$ cat src/rtl/core/crcfr_pkg.sv
// ----------------------------------------------------------------------------
// crcfr_pkg
// shared constants, types and step functions of the forward/reverse table crc
// ----------------------------------------------------------------------------
package crcfr_pkg;

  localparam int WORD_W        = 32;
  localparam int BYTE_W        = 8;
  localparam int TBL_DEPTH     = 256;
  localparam int TBL_IDX_W     = 8;
  localparam int SHIFT_W       = 5;
  localparam int CFG_IDX_W     = 2;
  localparam int CRC_WIDTH_W   = 6;
  localparam int REG_BYTES_W   = 3;
  localparam int MAX_WIDTH_DEF = 32;

  // register indexes of the configuration port
  localparam logic [CFG_IDX_W-1:0] REG_CRC_WIDTH = 2'd0;
  localparam logic [CFG_IDX_W-1:0] REG_REG_BYTES = 2'd1;
  localparam logic [CFG_IDX_W-1:0] REG_MSB_FIRST = 2'd2;

  // reset values of the configuration registers
  localparam logic [CRC_WIDTH_W-1:0] CRC_WIDTH_RESET = 6'd32;
  localparam logic [REG_BYTES_W-1:0] REG_BYTES_RESET = 3'd4;
  localparam logic                   MSB_FIRST_RESET = 1'b0;

  typedef enum logic [1:0] {
    KIND_LOAD_FWD = 2'd0,
    KIND_LOAD_REV = 2'd1,
    KIND_FWD_BYTE = 2'd2,
    KIND_REV_BYTE = 2'd3
  } kind_e;

  typedef struct packed {
    logic [WORD_W-1:0]  mask;
    logic [SHIFT_W-1:0] shift;
    logic               msb_first;
  } cfg_t;

  // table address for one byte step
  function automatic logic [TBL_IDX_W-1:0] step_index(
    input logic               rev,
    input logic               msb,
    input logic [WORD_W-1:0]  r,
    input logic [BYTE_W-1:0]  d,
    input logic [SHIFT_W-1:0] s
  );
    logic [WORD_W-1:0] r_top;
    logic [TBL_IDX_W-1:0] idx;
    r_top = r >> s;
    if (!rev) begin
      idx = msb ? (d ^ r_top[TBL_IDX_W-1:0]) : (d ^ r[TBL_IDX_W-1:0]);
    end else begin
      idx = msb ? r[TBL_IDX_W-1:0] : r_top[TBL_IDX_W-1:0];
    end
    return idx;
  endfunction

  // register value after one byte step, masked to the crc width
  function automatic logic [WORD_W-1:0] step_next(
    input logic               rev,
    input logic               msb,
    input logic [WORD_W-1:0]  r,
    input logic [BYTE_W-1:0]  d,
    input logic [WORD_W-1:0]  tw,
    input logic [SHIFT_W-1:0] s,
    input logic [WORD_W-1:0]  mask
  );
    logic [WORD_W-1:0] d_w;
    logic [WORD_W-1:0] nxt;
    d_w = WORD_W'(d);
    if (!rev) begin
      nxt = msb ? (tw ^ (r << BYTE_W)) : (tw ^ (r >> BYTE_W));
    end else if (msb) begin
      nxt = (d_w << s) ^ tw ^ (r << s) ^ (r >> BYTE_W);
    end else begin
      nxt = d_w ^ tw ^ (r << BYTE_W);
    end
    return nxt & mask;
  endfunction

endpackage

$ cat src/rtl/core/crcfr_cfg_if.sv
// ----------------------------------------------------------------------------
// crcfr_cfg_if
// configuration write channel: register index and write data
// ----------------------------------------------------------------------------
interface crcfr_cfg_if;
  logic                            valid;
  logic                            ready;
  logic [crcfr_pkg::CFG_IDX_W-1:0] index;
  logic [crcfr_pkg::WORD_W-1:0]    data;

  modport source (output valid, index, data, input ready);
  modport sink (input valid, index, data, output ready);
endinterface

$ cat src/rtl/core/crcfr_cfg.sv
// ----------------------------------------------------------------------------
// crcfr_cfg
// configuration registers, kept as a ready-made mask and top-byte shift
// ----------------------------------------------------------------------------
module crcfr_cfg #(
  parameter int MAX_WIDTH = crcfr_pkg::MAX_WIDTH_DEF
) (
  input  logic                clk_i,
  input  logic                rst_ni,
  crcfr_cfg_if.sink           cfg_i,
  output crcfr_pkg::cfg_t     cfg_o
);
  import crcfr_pkg::*;

  localparam int BYTES_MAX = MAX_WIDTH / 8;

  function automatic logic [WORD_W-1:0] width_mask(input logic [CRC_WIDTH_W-1:0] w);
    logic [CRC_WIDTH_W-1:0] wc;
    wc = (w > CRC_WIDTH_W'(MAX_WIDTH)) ? CRC_WIDTH_W'(MAX_WIDTH) : w;
    return ~({WORD_W{1'b1}} << wc);
  endfunction

  function automatic logic [SHIFT_W-1:0] top_shift(input logic [REG_BYTES_W-1:0] b);
    logic [REG_BYTES_W-1:0] bc;
    logic [REG_BYTES_W-1:0] bm1;
    bc = b;
    if (bc < REG_BYTES_W'(1)) bc = REG_BYTES_W'(1);
    if (bc > REG_BYTES_W'(BYTES_MAX)) bc = REG_BYTES_W'(BYTES_MAX);
    bm1 = bc - REG_BYTES_W'(1);
    return {bm1[1:0], 3'b000};
  endfunction

  logic [WORD_W-1:0]  mask_q;
  logic [SHIFT_W-1:0] shift_q;
  logic               msb_q;
  logic               wr;

  assign cfg_i.ready = 1'b1;
  assign wr = cfg_i.valid && cfg_i.ready;

  always_ff @(posedge clk_i or negedge rst_ni) begin
    if (!rst_ni) begin
      mask_q  <= width_mask(CRC_WIDTH_RESET);
      shift_q <= top_shift(REG_BYTES_RESET);
      msb_q   <= MSB_FIRST_RESET;
    end else if (wr) begin
      unique case (cfg_i.index)
        REG_CRC_WIDTH: mask_q  <= width_mask(cfg_i.data[CRC_WIDTH_W-1:0]);
        REG_REG_BYTES: shift_q <= top_shift(cfg_i.data[REG_BYTES_W-1:0]);
        REG_MSB_FIRST: msb_q   <= cfg_i.data[0];
        default: ;
      endcase
    end
  end

  assign cfg_o.mask      = mask_q;
  assign cfg_o.shift     = shift_q;
  assign cfg_o.msb_first = msb_q;

endmodule

$ cat src/flat_wrapper.sv
// flat-port wrapper written by rule: the top's interface ports become plain ports
module crcfr_cfg_flat import crcfr_pkg::*;
#(
  parameter int MAX_WIDTH = crcfr_pkg::MAX_WIDTH_DEF
)
  (clk_i, rst_ni, cfg_o, cfg_i_valid, cfg_i_index, cfg_i_data, cfg_i_ready);
  crcfr_cfg_if cfg_i_i ();
  input  logic clk_i;
  input  logic rst_ni;
  output crcfr_pkg::cfg_t cfg_o;
  input wire logic [$bits(cfg_i_i.valid)-1:0] cfg_i_valid;
  input wire logic [$bits(cfg_i_i.index)-1:0] cfg_i_index;
  input wire logic [$bits(cfg_i_i.data)-1:0] cfg_i_data;
  output wire logic [$bits(cfg_i_i.ready)-1:0] cfg_i_ready;
  assign cfg_i_i.valid = cfg_i_valid;
  assign cfg_i_i.index = cfg_i_index;
  assign cfg_i_i.data = cfg_i_data;
  assign cfg_i_ready = cfg_i_i.ready;
  crcfr_cfg #(.MAX_WIDTH(MAX_WIDTH)) u_core (.clk_i(clk_i), .rst_ni(rst_ni), .cfg_i(cfg_i_i), .cfg_o(cfg_o));
endmodule
$ cat config.mk
export PLATFORM = sky130hd
export DESIGN_NAME = crcfr_cfg_flat
export DESIGN_NICKNAME = d
export VERILOG_FILES = /design/src/rtl/core/crcfr_pkg.sv /design/src/rtl/core/crcfr_cfg_if.sv /design/src/rtl/core/crcfr_cfg.sv /design/src/flat_wrapper.sv
export SDC_FILE = /design/constraint.sdc
export NUM_CORES = 1
export LEC_CHECK = 0
export BUFFER_PORTS_ARGS = -buffer_cell sky130_fd_sc_hd__buf_2
export CAP_MARGIN = 20
export CORE_MARGIN = 8
export CORE_UTILIZATION = 45
export CTS_CLUSTER_SIZE = 20
export DETAILED_ROUTE_END_ITERATION = 12
export PLACE_DENSITY = 0.75
export SYNTH_ARGS = -nofsm -noshare
export SYNTH_HDL_FRONTEND = slang
export SYNTH_SLANG_ARGS = --single-unit
$ cat constraint.sdc
create_clock -name clk_i -period 0.8 [get_ports clk_i]
set_input_delay 0.12 -clock clk_i [delete_from_list [all_inputs] [get_ports clk_i]]
set_output_delay 0.12 -clock clk_i [all_outputs]
set_load 0.01 [all_outputs]
After elaboration in Yosys (flattened, before gate mapping)
Index checks and enable logic that the tools add are counted.

operators by class
  reductions and logical operators = 4
  shifts and indexed selects = 1
  equal/unequal tests = 2
  bitwise logic cells = 1
  muxes and demuxes = 7
  $add $sub $neg = 1
  magnitude comparators = 3

operators with widths
  operator                                                                number
  32-bit NOT                                                              1
  32-bit by 6-bit left shift with 32-bit output (first input constant)    1
  3-bit two-way mux                                                       3
  6-bit greater-than comparator (second input constant)                   1
  2-bit two-way mux                                                       3
  6-bit two-way mux                                                       1
  2-bit AND reduction                                                     3
  3-bit greater-than comparator (second input constant)                   1
  3-bit by 1-bit < comparator with 1-bit output (second input constant)   1
  2-bit by 1-bit equality test with 1-bit output (second input constant)  1
  2-bit equality test (second input constant)                             1
  2-bit logical NOT                                                       1
  2-bit by 1-bit subtractor with 2-bit output (second input constant)     1

word-level totals
  bits in registers = 35
  bits of input ports = 37
  output and inout port bits = 39

Longest topological paths before layout
  depth after elaboration = 9
  gate-level depth with buffers = 5
  depth with buffers taken out = 3

Worst setup path before layout
OpenSTA, ideal clock, no wires.

  path type = input port to flip-flop
  from = input port cfg_i_index[0]
  to = register u_core.mask_q[16]
  slack = -0.219 ns
  buffers on the path = 1
  setup time = 0.083 ns
  arrival time = 0.935 ns
  stages = 3
  cells stage by stage = or3b_1 > buf_2 > a221o_1

on the way
  longest elaborated chain between the ends = 2

RTL lines
  element                               RTL line            text
  start, declared                       flat_wrapper.sv:12  input wire logic [$bits(cfg_i_i.index)-1:0] cfg_i_index;
  2-bit logical NOT                     crcfr_cfg.sv:47     unique case (cfg_i.index)
  2-bit AND reduction (no source line)  -
  end signal, assigned                  crcfr_cfg.sv:43     mask_q <= width_mask(CRC_WIDTH_RESET);
  end signal, assigned                  crcfr_cfg.sv:48     REG_CRC_WIDTH: mask_q <= width_mask(cfg_i.data[CRC_WIDTH_W-1:0]);
  end, declared                         crcfr_cfg.sv:33     logic [WORD_W-1:0] mask_q;

Every way passes these cells.
A chain may end at the register's enable or synchronous reset.

Worst setup path after layout
  from = register u_core.mask_q[8]
  to = output port cfg_o[14] (netlist bit)

RTL lines
  element        RTL line            text
  end, declared  flat_wrapper.sv:10  output crcfr_pkg::cfg_t cfg_o;

No word-level cell between the ends.

==> flow_summary.yaml <==
logic_synthesis:
  synth_top_cells_by_area: "dfstp_2 57%, o22a_1 6.1%, nor2_1 5.0%"
  yosys_most_used_dff: "dfstp_2"
  ys_seq_elements: 35
  yosysMostFrequentCell: "dfstp_2"
  synth_area_per_cell_um2: 10.3
  synth.cell_area_mm2: 0.00158
  yosys.area.top_type: "dfstp_2"
  ys_types: 28
  yosysWarnings: 0
  async_flop_share_pct: 100
  netlist_top_cells_count: "34 x dfstp_2, 21 x nor2_1, 15 x nand2_1, 15 x o21ai_0, 11 x o22a_1"
  synth-seq-area-share_pct: 58.3
  netlist.area_leader.share_pct: 56.7
  synth-edff-count: 0
  synth_cells: 153
die:
  rows: 21
  initial_utilization_pct: 46.9
  core-area_mm2: 0.00336
  io_pins: 76
  die_area_mm2: 0.00565
  die_w_um: 75.2
  die_h_um: 75.2
clock_network:
  clkTransAtPathRegs_ns: 0.10
  clockBufferDepth: 2
  worstSkewPairLatency_ns: 0.32
  cts_tree: "yes"
  htree_levels: 2
  cts_root_buf: "clkbuf_4"
  numCtsBuffers: 5
  clock-sinks: 35
power_and_ir_drop:
  finalPower_w: 0.00473
  p_leak_nw: 1.05
  peakVddDrop_v: 0.00142
  powerDensity_mw_per_mm2: 1990
place:
  hpwl_mm: 3.00
  globalplace.congestion: 0.825
  port_buffers: 45
  placed_cells: 254
  place_worst_setup_slack_ns: -0.354
global_route:
  grt_max_degree: 36
  gr-usage-all-layers_pct: 15.1
  antenna_found_initial: 0
  grt_pass1_wl_mm: 6.37
  grt_overflow_total: 0
  grt_pass1_vias: 1341
drt:
  vias: 1382
  drc_errors: 0
  ant_nets: 0
  wl_mm: 4.29
  first_pass_iters: 4
  drtIter0Drc: 78
  route.detailed.wl_per_inst_um: 15.9
  viasPerCell: 5.12
setup_path:
  critPathSlowestCell: "dfstp_2"
  crit_family: "flip-flops"
  slowest_delay_ns: 0.57
  path_cells: "buf_6"
  reg2reg_slack_ns: -0.07
  crit_buf_inv: 1
  critPathCaptureType: "output port"
  startpoint_type: "flip-flop"
  arrival_ns: 1.00
  criticalPathCategory: "flip-flop to output port"
  cp.required_ns: 0.68
  critPathMaxFanout: 2
status:
  status: "complete, but fails checks"
  violations: "negative setup slack"
layout:
  fillCellCount: 281
  nets: 262
  ff_latch_area_um2: 918
  antennaDiodeCount: 0
  finalNonFillerCells: 270
  multi_input_area_um2: 624
  syn2layout_area_growth_pct: 50.7
  layout-drive-gt1-share_pct: 60.3
run:
  drv_cap: 0
timing:
  finalClockSkew_ns: 0
  fin_crit_sh_pct: 140
  timing.fmax_ghz: 0.892
  rsz0062_at_grt: "true"
  hold_viol: 0
  finalSetupViolCount: 45
  slew_viol_final: 0
  period_needed_ns: 1.12
  fin_ws_ns: -0.321
min_path:
  hold_class: "input port to flip-flop"
path summary, 6_finish.rpt:
kind / startpoint / to / cells after the start
hold reg to reg: u_core.shift_q[3] / u_core.shift_q[3] / 2
setup reg to reg: u_core.mask_q[18] / u_core.mask_q[18] / 2
min in group asynchronous: rst_ni / u_core.msb_q / 3
setup / recovery: u_core.mask_q[8] / cfg_o[14] / 1
hold / removal: cfg_i_index[1] / u_core.msb_q / 3
max in group asynchronous: rst_ni / u_core.mask_q[0] / 3
logic make-up after synthesis:
kind of cell	share of synthesized area, %
AO/OA/AOI/OAI	19.1
other	0.476
buffers and inverters	6.19
AND/OR/NAND/NOR	16.0
flip-flops	58.3
final cells by class:
type / count / share of cell area (%)
inverters: 3 / 0.474
flip-flops and latches: 35 / 38.7
repair buffers: 78 / 30.4
clock buffers: 6 / 1.74
well taps: 46 / 2.42
multi-input cells: 102 / 26.3
cells in the final DEF (no fill, tap or decap), types with 4 or more instances in the layout:
master	n
a31oi_1	4
buf_2	11
clkbuf_4	5
nand2_2	4
dfstp_2	34
buf_4	25
o22a_1	11
nor2_1	16
buf_6	40
o21ai_0	11
a21oi_2	4
nand2_1	11
nor2_2	4
conb_1	4
registers in the layout, indices dropped and copies added (netlist names):
| register | cells |
|---|---|
| u_core.shift_q | 2 |
| u_core.msb_q | 1 |
| u_core.mask_q | 32 |
worst reg2reg max path, stage by stage (launching register included):
cell     delay (ns)
dfstp_2        0.39
buf_6          0.11
a221o_1        0.31
per-layer routing:
| layer | GRT usage, % | vias up | wire (µm) |
|---|---|---|---|
| li1 | - | 664 | - |
| met4 | 5.12 | 0 | 48 |
| met5 | 0 | - | 0 |
| met1 | 15.8 | 667 | 1650 |
| met2 | 26.3 | 46 | 2220 |
| met3 | 6.39 | 5 | 364 |
what timing repair did:
action	CTS	global route
endpoints found under the hold margin	35	0
endpoints found under the setup margin	37	53
pin swaps	5	2
resized for setup	36	24
setup buffers	5	4
hold buffers	1	0
stage by stage:
stage	util [%]	area [µm²]	setup TNS [ns]	hold WS, ns
6_report	70.6	2380	-10.63	0.122
3_5_place_dp	58.7	1970	-8.90	0.0916
3_3_place_gp	58.7	1970	-8.03	0.0867
5_1_grt	70.6	2380	-12.35	0.133
2_1_floorplan	-	1610	-3.34	-0.176
4_1_cts	67.7	2280	-11.02	0.125
power breakdown:
part / switching (W) / internal [W] / leakage [nW]
logic: 0.000614 / 0.000869 / 0.660
registers: 0.000207 / 0.00221 / 0.370
clock network: 0.000518 / 0.000312 / 0.0242
(Power assumes the default switching activity.)
